$ cat src/design/rhth_pkg.sv
// ----------------------------------------------------------------------------
// rhth_pkg
// Constants, codes and shared types of the ring hit tile histogram.
// ----------------------------------------------------------------------------
package rhth_pkg;

  localparam int COUNT_WIDTH = 32;
  localparam int NTILES      = 34;
  localparam int TILE_W      = $clog2(NTILES);
  localparam int POS_W       = 16;
  localparam int OUT_CNT_W   = 32;
  localparam int TOL_W       = 12;
  localparam int CFG_IDX_W   = 3;
  localparam int CFG_DATA_W  = 12;

  // geometry in 1/16 mm
  localparam int RING_R   = 5392;
  localparam int CENTRE_Y = 192;
  localparam int PITCH    = 1088;
  localparam int Q16_DIAG = 46341;

  // projection word: 17-bit sum times Q16 coefficient, plus margin
  localparam int PW = 34;

  localparam logic [COUNT_WIDTH-1:0] CNT_MAX = '1;

  localparam logic FUNC_HIT  = 1'b0;
  localparam logic FUNC_READ = 1'b1;

  typedef enum logic [CFG_IDX_W-1:0] {
    CFG_RADIAL_TOL  = 3'd0,
    CFG_RING_SIDE   = 3'd1,
    CFG_PLANE_ROT   = 3'd2,
    CFG_MIRROR      = 3'd3,
    CFG_UNIQUE      = 3'd4
  } cfg_idx_t;

  typedef struct packed {
    logic [TOL_W-1:0] tol;
    logic             side;
    logic [2:0]       rot;
    logic             mir;
    logic             uniq;
  } cfg_t;

  // mapped hit handed from the geometry pipe to the histogram
  typedef struct packed {
    logic              vld;
    logic              func;
    logic              new_event;
    logic [TILE_W-1:0] read_bin;
    logic              ok;
    logic [2:0]        plane;
    logic [1:0]        bar;
    logic              ypos;
  } geom_t;

endpackage

$ cat src/design/rhth_ifs.sv
// ----------------------------------------------------------------------------
// rhth channel interfaces
// Valid/ready channels for hit requests, results and register writes.
// ----------------------------------------------------------------------------
interface rhth_in_if import rhth_pkg::*; ();
  logic                    valid;
  logic                    ready;
  logic                    func;
  logic signed [POS_W-1:0] pos_x;
  logic signed [POS_W-1:0] pos_y;
  logic signed [POS_W-1:0] pos_z;
  logic                    new_event;
  logic [TILE_W-1:0]       read_bin;

  modport source (output valid, func, pos_x, pos_y, pos_z, new_event, read_bin,
                  input ready);
  modport sink   (input valid, func, pos_x, pos_y, pos_z, new_event, read_bin,
                  output ready);
endinterface


$ cat src/design/rhth_geom.sv
// ----------------------------------------------------------------------------
// rhth_geom
// Input register, plane projections, radius window and nearest-plane pick.
// ----------------------------------------------------------------------------
module rhth_geom import rhth_pkg::*; (
  input  logic   clk,
  input  logic   rst_n,
  input  cfg_t   cfg,
  rhth_in_if.sink in_ch,
  input  logic   c_free,
  output geom_t  c_o
);

  localparam logic signed [PW-1:0]    DIAG_S   = PW'(Q16_DIAG);
  localparam logic signed [PW-1:0]    RING_Q   = PW'(RING_R * 65536);
  localparam logic signed [PW-1:0]    PITCH_Q  = PW'(PITCH * 65536);
  localparam logic signed [POS_W-1:0] CENTRE_S = POS_W'(CENTRE_Y);

  // bar index: thresholds reached or passed by the tangential coordinate
  function automatic logic [1:0] bar_of(input logic signed [PW-1:0] t);
    logic [1:0] n;
    n = {1'b0, t >= -PITCH_Q} + {1'b0, t >= 0} + {1'b0, t >= PITCH_Q};
    return n;
  endfunction

  // ---------------- stage A: input register
  logic                    a_vld_r, a_func_r, a_ne_r;
  logic signed [POS_W-1:0] a_x_r, a_y_r, a_z_r;
  logic [TILE_W-1:0]       a_bin_r;

  // ---------------- stage B: products
  logic                    b_vld_r, b_func_r, b_ne_r, b_ypos_r;
  logic [TILE_W-1:0]       b_bin_r;
  logic signed [POS_W-1:0] b_x_r, b_z_r;
  logic signed [PW-1:0]    b_ps_r, b_pd_r;
  logic [31:0]             b_sqx_r, b_sqz_r;

  // ---------------- stage C: mapped hit
  geom_t c_r, c_nxt;

  logic a_free, b_free, c_free_l;

  assign c_free_l    = !c_r.vld || c_free;
  assign b_free      = !b_vld_r || c_free_l;
  assign a_free      = !a_vld_r || b_free;
  assign in_ch.ready = a_free;
  assign c_o         = c_r;

  // radius window bounds, refreshed from the registers every cycle
  logic [13:0] hi_w;
  logic [12:0] lo_w;
  logic [27:0] hi2_r;
  logic [25:0] lo2_r;
  logic        lo_pos_r, tol_zero_r;

  assign hi_w = 14'(RING_R) + 14'(cfg.tol);
  assign lo_w = 13'(RING_R) - 13'(cfg.tol);

  always_ff @(posedge clk) begin
    hi2_r      <= 28'(hi_w) * 28'(hi_w);
    lo2_r      <= 26'(lo_w) * 26'(lo_w);
    lo_pos_r   <= 14'(cfg.tol) < 14'(RING_R);
    tol_zero_r <= cfg.tol == '0;
  end

  // ---------------- A -> B
  logic signed [POS_W:0] s_w, d_w;
  assign s_w = {a_x_r[POS_W-1], a_x_r} + {a_z_r[POS_W-1], a_z_r};
  assign d_w = {a_x_r[POS_W-1], a_x_r} - {a_z_r[POS_W-1], a_z_r};

  always_ff @(posedge clk) begin
    if (!rst_n) begin
      a_vld_r <= 1'b0;
      b_vld_r <= 1'b0;
    end else begin
      if (a_free)   a_vld_r <= in_ch.valid;
      if (b_free)   b_vld_r <= a_vld_r;
    end
  end

  always_ff @(posedge clk) begin
    if (a_free) begin
      a_func_r <= in_ch.func;
      a_x_r    <= in_ch.pos_x;
      a_y_r    <= in_ch.pos_y;
      a_z_r    <= in_ch.pos_z;
      a_ne_r   <= in_ch.new_event;
      a_bin_r  <= in_ch.read_bin;
    end
    if (b_free) begin
      b_func_r <= a_func_r;
      b_ne_r   <= a_ne_r;
      b_bin_r  <= a_bin_r;
      b_ypos_r <= a_y_r > CENTRE_S;
      b_x_r    <= a_x_r;
      b_z_r    <= a_z_r;
      b_ps_r   <= PW'(s_w) * DIAG_S;
      b_pd_r   <= PW'(d_w) * DIAG_S;
      b_sqx_r  <= 32'($signed(32'(a_x_r)) * $signed(32'(a_x_r)));
      b_sqz_r  <= 32'($signed(32'(a_z_r)) * $signed(32'(a_z_r)));
    end
  end

  // stage C register: only the valid bit is reset
  always_ff @(posedge clk) begin
    if (!rst_n) begin
      c_r.vld <= 1'b0;
    end else if (c_free_l) begin
      c_r.vld <= c_nxt.vld;
    end
    if (c_free_l) begin
      c_r.func      <= c_nxt.func;
      c_r.new_event <= c_nxt.new_event;
      c_r.read_bin  <= c_nxt.read_bin;
      c_r.ok        <= c_nxt.ok;
      c_r.plane     <= c_nxt.plane;
      c_r.bar       <= c_nxt.bar;
      c_r.ypos      <= c_nxt.ypos;
    end
  end

  // ---------------- B -> C
  logic signed [PW-1:0] xq, zq, tgt;
  logic signed [PW-1:0] zl [8];
  logic signed [PW-1:0] tl [8];
  logic signed [PW-1:0] diff [8];
  logic [PW-1:0]        dabs [8];
  logic [PW-1:0]        v1 [4];
  logic [2:0]           i1 [4];
  logic [PW-1:0]        v2 [2];
  logic [2:0]           i2 [2];
  logic [2:0]           best;
  logic [31:0]          r2;
  logic                 rad_ok;

  assign xq  = {{(PW-POS_W-16){b_x_r[POS_W-1]}}, b_x_r, 16'b0};
  assign zq  = {{(PW-POS_W-16){b_z_r[POS_W-1]}}, b_z_r, 16'b0};
  assign tgt = cfg.side ? -RING_Q : RING_Q;

  // radial (zl) and tangential (tl) coordinates of the eight planes
  always_comb begin
    zl[0] = zq;       tl[0] = xq;
    zl[1] = b_ps_r;   tl[1] = b_pd_r;
    zl[2] = xq;       tl[2] = -zq;
    zl[3] = b_pd_r;   tl[3] = -b_ps_r;
    zl[4] = -zq;      tl[4] = -xq;
    zl[5] = -b_ps_r;  tl[5] = -b_pd_r;
    zl[6] = -xq;      tl[6] = zq;
    zl[7] = -b_pd_r;  tl[7] = b_ps_r;
    for (int k = 0; k < 8; k++) begin
      diff[k] = zl[k] - tgt;
      dabs[k] = diff[k][PW-1] ? PW'(-diff[k]) : PW'(diff[k]);
    end
  end

  // argmin tree; the left (lower) index keeps ties
  always_comb begin
    for (int k = 0; k < 4; k++) begin
      if (dabs[2*k+1] < dabs[2*k]) begin
        v1[k] = dabs[2*k+1];
        i1[k] = 3'(2*k+1);
      end else begin
        v1[k] = dabs[2*k];
        i1[k] = 3'(2*k);
      end
    end
    for (int k = 0; k < 2; k++) begin
      if (v1[2*k+1] < v1[2*k]) begin
        v2[k] = v1[2*k+1];
        i2[k] = i1[2*k+1];
      end else begin
        v2[k] = v1[2*k];
        i2[k] = i1[2*k];
      end
    end
    best = (v2[1] < v2[0]) ? i2[1] : i2[0];
  end

  assign r2     = b_sqx_r + b_sqz_r;
  assign rad_ok = tol_zero_r ||
                  ((r2 <= 32'(hi2_r)) && (!lo_pos_r || r2 >= 32'(lo2_r)));

  always_comb begin
    c_nxt.vld       = b_vld_r;
    c_nxt.func      = b_func_r;
    c_nxt.new_event = b_ne_r;
    c_nxt.read_bin  = b_bin_r;
    c_nxt.ok        = rad_ok;
    c_nxt.plane     = best;
    c_nxt.bar       = bar_of(tl[best]);
    c_nxt.ypos      = b_ypos_r;
  end

endmodule

$ cat src/flat_wrapper.sv
// flat-port wrapper written by rule: the top's interface ports become plain ports
module rhth_geom_flat import rhth_pkg::*;
  (clk, rst_n, cfg, c_free, c_o, in_ch_valid, in_ch_func, in_ch_pos_x, in_ch_pos_y, in_ch_pos_z, in_ch_new_event, in_ch_read_bin, in_ch_ready);
  rhth_in_if in_ch_i ();
  input  logic clk;
  input  logic rst_n;
  input  cfg_t cfg;
  input  logic c_free;
  output geom_t c_o;
  input wire logic [$bits(in_ch_i.valid)-1:0] in_ch_valid;
  input wire logic [$bits(in_ch_i.func)-1:0] in_ch_func;
  input wire logic [$bits(in_ch_i.pos_x)-1:0] in_ch_pos_x;
  input wire logic [$bits(in_ch_i.pos_y)-1:0] in_ch_pos_y;
  input wire logic [$bits(in_ch_i.pos_z)-1:0] in_ch_pos_z;
  input wire logic [$bits(in_ch_i.new_event)-1:0] in_ch_new_event;
  input wire logic [$bits(in_ch_i.read_bin)-1:0] in_ch_read_bin;
  output wire logic [$bits(in_ch_i.ready)-1:0] in_ch_ready;
  assign in_ch_i.valid = in_ch_valid;
  assign in_ch_i.func = in_ch_func;
  assign in_ch_i.pos_x = in_ch_pos_x;
  assign in_ch_i.pos_y = in_ch_pos_y;
  assign in_ch_i.pos_z = in_ch_pos_z;
  assign in_ch_i.new_event = in_ch_new_event;
  assign in_ch_i.read_bin = in_ch_read_bin;
  assign in_ch_ready = in_ch_i.ready;
  rhth_geom u_core (.clk(clk), .rst_n(rst_n), .cfg(cfg), .in_ch(in_ch_i), .c_free(c_free), .c_o(c_o));
endmodule
$ cat config.mk
export PLATFORM = sky130hd
export DESIGN_NAME = rhth_geom_flat
export DESIGN_NICKNAME = d
export VERILOG_FILES = /design/src/design/rhth_pkg.sv /design/src/design/rhth_ifs.sv /design/src/design/rhth_geom.sv /design/src/flat_wrapper.sv
export SDC_FILE = /design/constraint.sdc
export NUM_CORES = 2
export LEC_CHECK = 0
export ABC_AREA = 1
export CAP_MARGIN = 30
export CORE_MARGIN = 1.5
export CORE_UTILIZATION = 30
export DETAILED_ROUTE_END_ITERATION = 8
export DONT_BUFFER_PORTS = 1
export PLACE_DENSITY = 0.42
export SKIP_CTS_REPAIR_TIMING = 1
export SYNTH_ARGS = -nofsm -noshare
export SYNTH_HDL_FRONTEND = slang
export SYNTH_SLANG_ARGS = --single-unit
$ cat constraint.sdc
create_clock -name clk -period 22.1 [get_ports clk]
set_input_delay 2.21 -clock clk [delete_from_list [all_inputs] [get_ports clk]]
set_output_delay 2.21 -clock clk [all_outputs]
set_load 0.02 [all_outputs]
==> impl_metrics.yaml <==
floorplan:
  core_sq_um: 214000
  start_util_pct: 30.1
  io_pins: 95
  die-area_sq_um: 218000
  die_w_um: 467
  die_y_um: 467
  num_rows: 170
logic_synthesis:
  synth_cell_types: 72
  synth_flop_cell: "edfxtp_1"
  netlist_instances: 7770
  synth-async-reset-ratio_pct: 0
  synth-seq-area-share_pct: 12.8
  synth.cell_area_sq_um: 64600
  ys_seq_elements: 293
  yosysWarnings: 0
  avgSynthCellArea_sq_um: 8.31
  synth-edff-count: 239
finish:
  num-nets-final: 9643
  fillers: 22700
  area_delta_synth_final_pct: 7.37
  multi_input_area_sq_um: 49100
  register_area_sq_um: 8260
  stdcell_count: 10600
  drive_above_1_share_pct: 3.07
global_routing:
  grt_use_total_pct: 17.3
  antenna_found_initial: 8
  grt_max_degree: 105
  grt_pass1_vias: 50200
  grt_pass1_wl_um: 291000
  grt-ovfl-total: 0
job:
  maxCapViolCount: 0
sta:
  hold_ws_ps: 419
  fmax_mhz: 59.6
  rsz0062_at_grt: "false"
  finClkSkew_ps: 95.4
  worstMarginPinSlew_ps: 1120
  maxSlewHeadroom_pct: 24.5
  tns_ps: 0
  slew_viol_final: 0
  layout_min_cycle_time_ps: 16770
  hold_viol: 0
  fin_ws_ps: 5330
  setup_viol: 0
  period_share_pct: 75.9
clock_tree:
  cts-root-buf: "clkbuf_16"
  cts_tree: "built"
  cts_max_level: 2
  clkLatencyLatePin_ps: 660
  cts-buffers-inserted: 40
  clock_sinks: 293
  path_clk_slew_ps: 70
  clockBufferDepth: 3
placement:
  dp.cells: 10500
  numPortBuffers: 0
  hpwl_um: 159000
  dpl_worst_slack_ps: 5260
  routabilityCongestion: 0.925
drt:
  routed_wl_um: 186000
  wire_per_inst_um: 17.6
  ant_nets: 0
  drt_iter0_drc: 2718
  detailroute.via_count: 48800
  drc_errors: 0
  vias_per_cell: 4.62
  first_pass_iters: 5
worst_hold_path:
  worstHoldPathType: "reg -> reg"
setup_path:
  cp_max_fo: 38
  crit_path_end_kind: "flip-flop"
  arrival_ps: 17150
  startpoint_type: "flip-flop"
  crit_family: "simple AND/OR/NAND/NOR gates"
  path_common_cell: "nand2_1"
  required_ps: 22490
  critPathBufInv: 12
  slowest_stage: "edfxtp_1"
  slowest_delay_ps: 690
  path_class: "reg -> reg"
outcome:
  status: "complete, no violations"
[cell usage in the layout, fill, tap and decap left out, types with 7 or more instances in the layout]
cell,instances
o21ai_1,45
a211oi_1,22
nor2_2,10
nor4_1,16
dfxtp_1,54
xnor2_1,132
xor2_1,373
edfxtp_1,239
nand2_2,25
nor2_1,480
ha_1,981
a21oi_1,450
o21ai_0,285
nand4_1,62
a31oi_1,28
buf_4,55
inv_1,1722
o211ai_1,16
nand2_1,1248
clkbuf_16,40
a21o_1,15
o221ai_1,10
and2_1,7
o21ai_2,9
nand3_1,241
clkinv_1,7
fa_1,874
or2_2,19
o31ai_1,11
nor3_1,71
o21bai_1,61
inv_2,10
[Yosys cell counts (6+ instances only)]
cell         n  area share (%)
a211oi_1    22            0.26
a21boi_0     6           0.070
a21o_1      15            0.17
a21oi_1    450             3.5
a31oi_1     28            0.27
and2_1       7           0.068
buf_1        7           0.041
buf_2       17            0.13
clkbuf_1   132            0.77
dfxtp_1     54             1.7
edfxtp_1   239              11
fa_1       874              27
ha_1       981              19
inv_1     1725              10
inv_2        8           0.047
nand2_1   1251             7.3
nand2_2     23            0.22
nand3_1    241             1.9
nand3_2      6           0.093
nand4_1     62            0.60
nor2_1     480             2.8
nor2_2      10           0.097
nor3_1      71            0.55
nor4_1      16            0.16
o211ai_1    16            0.19
o21a_1       6           0.070
o21ai_0    285             2.2
o21ai_1     45            0.35
o21ai_2      9            0.12
o21bai_1    61            0.71
o221ai_1    10            0.14
o31ai_1     11            0.13
or2_2       19            0.18
xnor2_1    132             1.8
xor2_1     373             5.1
[area by class of cell]
cell class	instances	share of cell area (%)
sequential	293	11.9
clock buffer	43	1.46
multi-input combinational	5578	70.8
clock inverter	31	0.596
tap	2838	5.12
timing repair buffer	59	0.639
inverter	1738	9.42
antenna	1	0.00361
[through the flow]
step,utilization (%),cell area (sq um)
final,32.4,69300
after global routing,32.4,69300
after CTS,32.4,69300
after detailed placement,31.7,67900
after global placement,31.7,67900
after floorplan,-,64600
[routing by layer]
metal / part of all wire [%] / global-route usage (%) / wire length (um) / up-vias
li1: - / - / - / 24300
met1: 45 / 22.8 / 84600 / 23800
met2: 50 / 30.7 / 93000 / 598
met3: 2.6 / 1.16 / 4920 / 149
met4: 2.0 / 3.56 / 3660 / 0
met5: 0 / 0 / 0 / -
[sequential cells by signal, summed over array words and instances (netlist names), 24 cells and up]
name	cells
u_core.b_sqz_r	31
u_core.hi2_r	26
u_core.lo2_r	24
u_core.b_ps_r	33
u_core.b_pd_r	34
u_core.b_sqx_r	31
[cell families after synthesis]
family | synth area share (%)
simple gates | 14.5
buf+inv | 11.2
fa+ha+maj | 46.1
compound gates | 8.50
xor+xnor | 6.95
flops | 12.8
other cells | 0.0116
[path summary, 6_finish.rpt]
kind	startpoint	endpoint	slack [ps]	cells past startpoint
min	u_core.b_bin_r[3]$_DFFE_PP_	u_core.c_o[10]$_DFFE_PP_	420	0
max reg2reg	u_core.b_pd_r[0]$_DFFE_PP_	u_core.c_o[1]$_DFFE_PP_	5330	72
max	u_core.b_pd_r[0]$_DFFE_PP_	u_core.c_o[1]$_DFFE_PP_	5330	72
min reg2reg	u_core.b_bin_r[3]$_DFFE_PP_	u_core.c_o[10]$_DFFE_PP_	420	0
Power is left out: the tool's default activity adds up to more than one toggle a clock period on the data nets, which glitch-free logic cannot reach.
